File: config.mk
export PLATFORM = sky130hd
export DESIGN_NAME = moetk_ctrl
export DESIGN_NICKNAME = d
export VERILOG_FILES = /design/src/rtl/moetk_pkg.sv /design/src/rtl/moetk_ctrl.sv
export SDC_FILE = /design/constraint.sdc
export NUM_CORES = 1
export LEC_CHECK = 0
export ABC_AREA = 1
export BUFFER_PORTS_ARGS = -buffer_cell sky130_fd_sc_hd__buf_4
export CORE_UTILIZATION = 25
export DETAILED_ROUTE_END_ITERATION = 8
export SLEW_MARGIN = 20
export SYNTH_ARGS = -nofsm -noshare
export SYNTH_HDL_FRONTEND = slang
export SYNTH_SLANG_ARGS = --single-unit
File: constraint.sdc
create_clock -name clock -period 1.3 [get_ports clock]
set_clock_uncertainty 0.05 [all_clocks]
set_input_delay 0.065 -clock clock [delete_from_list [all_inputs] [get_ports clock]]
set_output_delay 0.065 -clock clock [all_outputs]
set_load 0.02 [all_outputs]
File: src/rtl/moetk_pkg.sv
`default_nettype none
package moetk_pkg;

   localparam int CFG_W      = 7;
   localparam int PROB_W     = 17;
   localparam int IDX_W      = 6;
   localparam int LOSS_W     = 23;
   localparam int SUM_W      = 29;
   localparam int PROD_W     = CFG_W + SUM_W;
   localparam int LIST_DEPTH = 64;
   localparam int CSR_IDX_W  = 1;

   localparam logic [PROB_W-1:0] ONE_Q16  = PROB_W'(65536);
   localparam logic [SUM_W-1:0]  SUM_MAX  = '1;
   localparam logic [LOSS_W-1:0] LOSS_MAX = '1;

   localparam logic [CSR_IDX_W-1:0] CSR_NUM_EXPERTS = 1'b0;
   localparam logic [CSR_IDX_W-1:0] CSR_TOP_K       = 1'b1;

   localparam logic KIND_PROB = 1'b0;
   localparam logic KIND_EOB  = 1'b1;

   localparam logic RES_GATE = 1'b0;
   localparam logic RES_LOSS = 1'b1;

   typedef struct packed {
      logic [PROB_W-1:0] prob;
      logic [IDX_W-1:0]  idx;
   } entry_type;

   typedef enum logic [2:0] {
      S_IDLE,
      S_EMIT,
      S_DSTART,
      S_DIV,
      S_LOSS
   } state_type;

   typedef struct packed {
      logic insert;
      logic mul;
      logic div_start;
      logic emit_load;
      logic loss_load;
   } cmd_type;

   typedef struct packed {
      logic token_done;
      logic emit_last;
      logic out_free;
      logic div_busy;
   } status_type;

endpackage
`default_nettype wire

File: src/rtl/moetk_ctrl.sv
`default_nettype none
module moetk_ctrl (
   input  wire logic                  clock,
   input  wire logic                  reset,
   input  wire logic                  req_valid,
   input  wire logic                  req_kind,
   output logic                       req_ready,
   input  wire moetk_pkg::status_type st,
   output moetk_pkg::cmd_type         cmd
);

   moetk_pkg::state_type state_ff, state_in;

   always_ff @(posedge clock) begin
      if (reset) begin
         state_ff <= moetk_pkg::S_IDLE;
      end else begin
         state_ff <= state_in;
      end
   end

   always_comb begin
      state_in  = state_ff;
      cmd       = '0;
      req_ready = 1'b0;
      case (state_ff)
         moetk_pkg::S_IDLE: begin
            req_ready = 1'b1;
            if (req_valid) begin
               if (req_kind == moetk_pkg::KIND_PROB) begin
                  cmd.insert = 1'b1;
                  if (st.token_done) begin
                     state_in = moetk_pkg::S_EMIT;
                  end
               end else begin
                  cmd.mul  = 1'b1;
                  state_in = moetk_pkg::S_DSTART;
               end
            end
         end
         moetk_pkg::S_EMIT: begin
            if (st.out_free) begin
               cmd.emit_load = 1'b1;
               if (st.emit_last) begin
                  state_in = moetk_pkg::S_IDLE;
               end
            end
         end
         moetk_pkg::S_DSTART: begin
            cmd.div_start = 1'b1;
            state_in      = moetk_pkg::S_DIV;
         end
         moetk_pkg::S_DIV: begin
            if (!st.div_busy) begin
               state_in = moetk_pkg::S_LOSS;
            end
         end
         moetk_pkg::S_LOSS: begin
            if (st.out_free) begin
               cmd.loss_load = 1'b1;
               state_in      = moetk_pkg::S_IDLE;
            end
         end
         default: begin
            state_in = moetk_pkg::S_IDLE;
         end
      endcase
   end

endmodule
`default_nettype wire

==> metrics.md <==
| Metric | Value |
|---|---|
| Slowest-stage cell, CP | dfxtp_1 |
| Fmax | 0.800 GHz |
| Layout area overhead | 60.9% |
| Crit path kind | flip-flop to primary output |
| Total GRT Usage | 12.9% |
| Final setup margin | 0.0499 ns |
| Core outline area | 0.00117 mm² |
| Post-Syn Area | 333 µm² |
| VDD IR max | 946 µV |
| Worst slew pin tran | 0.200 ns |
| Number of global-route vias before repair | 332 |
| Slowest stage delay, CP | 0.33 ns |
| Leak | 0.264 nW |
| Minimum clock period after layout | 1.25 ns |
| Synth unique cells | 15 |
| Net Count, Synth | 60 |
| Met2 GRT Util | 20.8% |
| Core Util, Final | 45.7% |
| WP buf/inv | 2 |
| Clock slew at reported path FFs | 0.04 ns |
| Number of synthesized flops with an enable pin | 0 |
| ANT cells | 0 |
| Yosys top cell area share | 18.0% |
| Cells after Synth | 52 |
| Critical path data arrival time | 1.14 ns |
| Pin count of the biggest net entering global routing | 9 |
| Most frequent cells after synthesis | nor2_1, nand2_1, nand3_1, inv_2, nor2_2 |
| Nets | 81 |
| GRT Max-Usage Layer | met2 |
| Max-slew violations | 0 |
| Clk Latency, worst-skew pair | 0.23 ns |
| Inst Count DP | 79 |
| Hold Crit Class | primary input to flip-flop |
| Delay-heaviest family, CP | flip-flops |
| Post-route ant nets | 0 |
| CTS Sinks | 3 |
| Worst-path fanout max | 3 |
| Power per cell area | 2450 mW/mm² |
| Crit. End Element | primary output |
| Met3 Use GR | 5.23% |
| DR WL/cell | 9.16 µm |
| Multi-input combinational cell area | 250 µm² |
| Relative slew slack | 86.6% |
| # DRC | 0 |
| Initial DRT Pass Iterations | 2 |
| TritonCTS clock tree | built |
| Largest regs | state_ff (3) |
| H-Tree Depth | 1 |
| CP most frequent cell | buf_4 |
| Sequential-to-total area share from yosys stat | 18.0% |
| Die width | 38.5 µm |
| Max reg flops | 3 |
| # fillers | 119 |
| Crit start category | flip-flop |
| Iter 0 DRT Violations | 1 |
| Number of clock buffers inserted by TritonCTS | 3 |
| CP required | 1.19 ns |
| Worst-case clock buffer depth | 2 |
| Fin. Hold Viols | 0 |
| Initial antenna violation count | 0 |
| Initial Utilization | 28.4% |
| Max_cap viols | 0 |
| Top post-synthesis cells by area | dfxtp_1, nor2_1, nor2_4, nor2_2, nand3_1 |
| Final setup viols | 0 |
| Most numerous cell in the Yosys netlist | nor2_1 |
| # rows | 12 |
| Register bit count reported by yosys | 3 |
| Reg area | 65.1 µm² |
| Congestion Overflow GR | 0 |
| Ys flop type | dfxtp_1 |
| Register with the most flip-flops | state_ff |
| Yosys top cell by area | dfxtp_1 |
| Critical Path, Cell by Cell | buf_4 > nor4_2 > buf_4 |
| Die ar. | 0.00148 mm² |
| Final Cycle Share | 96.2% |
| Share of layout cells above drive strength 1 | 61.1% |
| Clk root buf | clkbuf_4 |
| DP HPWL | 588 µm |
| Via count | 381 |
| Post-route insts no fill | 86 |
| Port Buffer Count | 13 |
| RSZ-0062 raised after global routing | true |
| Status | completed |
| Final WL | 788 µm |
| DIE HEIGHT | 38.5 µm |
| Met1 Use GR | 12.9% |
| Vias per inst | 4.43 |
| I/O pins | 14 |
| Setup WS pre-CTS | 0.0647 ns |
| First-pass GRT wire length | 1240 µm |
| Syn avg cell area | 6.40 µm² |
| Ys async rst share | 0% |
| Syn. warnings | 0 |
| # hold bufs at CTS | 0 |
| RePlAce Congestion | 0.692 |
==> stage by stage <==
step	setup TNS, ns	hold WS (ns)	instance area [µm²]	total power [mW]
6_report	0	0.0395	536	1.31
5_1_grt	-0.0324	0.0433	536	1.42
4_1_cts	0	0.0358	487	1.17
3_5_place_dp	0	0.296	450	0.967
3_3_place_gp	0	0.288	450	0.962
2_1_floorplan	-0.000671	0.169	339	0.783
==> path summary, 6_finish.rpt <==
kind	start	to	slack [ns]	cells after the start
hold / removal	reset	state_ff[1]$_SDFFE_PP0P_	0.04	4
setup reg to reg	state_ff[1]$_SDFFE_PP0P_	state_ff[2]$_SDFFE_PP0P_	0.07	8
setup / recovery	state_ff[2]$_SDFFE_PP0P_	cmd[1]	0.05	3
hold reg to reg	state_ff[0]$_SDFFE_PP0P_	state_ff[0]$_SDFFE_PP0P_	0.54	2
==> final cells by class <==
cell class | count | share of cell area [%]
clock buffer | 4 | 4.91
inverter | 9 | 6.78
multi-input combinational | 39 | 46.7
sequential | 3 | 12.1
tap | 14 | 3.27
timing repair buffer | 17 | 26.2
==> kinds of logic after synthesis <==
kind of cell  count (synthesis)  share of synthesized area [%]
buf+inv                      10                           13.5
simple gates                 39                           68.4
flops                         3                           18.0
==> worst reg2reg max path, stage by stage, from the launching register on <==
cell and delay [ns]:
dfxtp_4 0.37, nor2_4 0.16, nand2_4 0.09, buf_12 0.13
nor2_4 0.09, nor2_4 0.05, nand3_1 0.06, nand2_1 0.07
nor2_2 0.09
==> where the power goes <==
group | internal (mW) | leakage (nW) | switching [mW] | total (mW)
combinational | 0.422 | 0.223 | 0.508 | 0.930
sequential | 0.141 | 0.0258 | 0.0770 | 0.218
clock | 0.115 | 0.0150 | 0.0483 | 0.163
==> timing repair <==
item,4_1_cts,5_1_grt
pin swaps,1,1
endpoints found under the setup margin,4,4
buffers inserted,1,2
resized for setup,2,5
==> cell usage in the layout, fill, tap and decap left out, drive strengths merged <==
master	instances
buf	17
nor4	2
nand4	1
clkbuf	4
nor3	2
nor2	17
dfxtp	3
nand2	8
inv	9
nand3	9
==> metal layers <==
metal  vias to the layer above  wire length [µm]
met4                         0                16
met1                       167               326
li1                        204                 -
met5                         -                 0
met2                         8               413
met3                         2                32
Note: power is estimated with default switching activity, not from simulation.
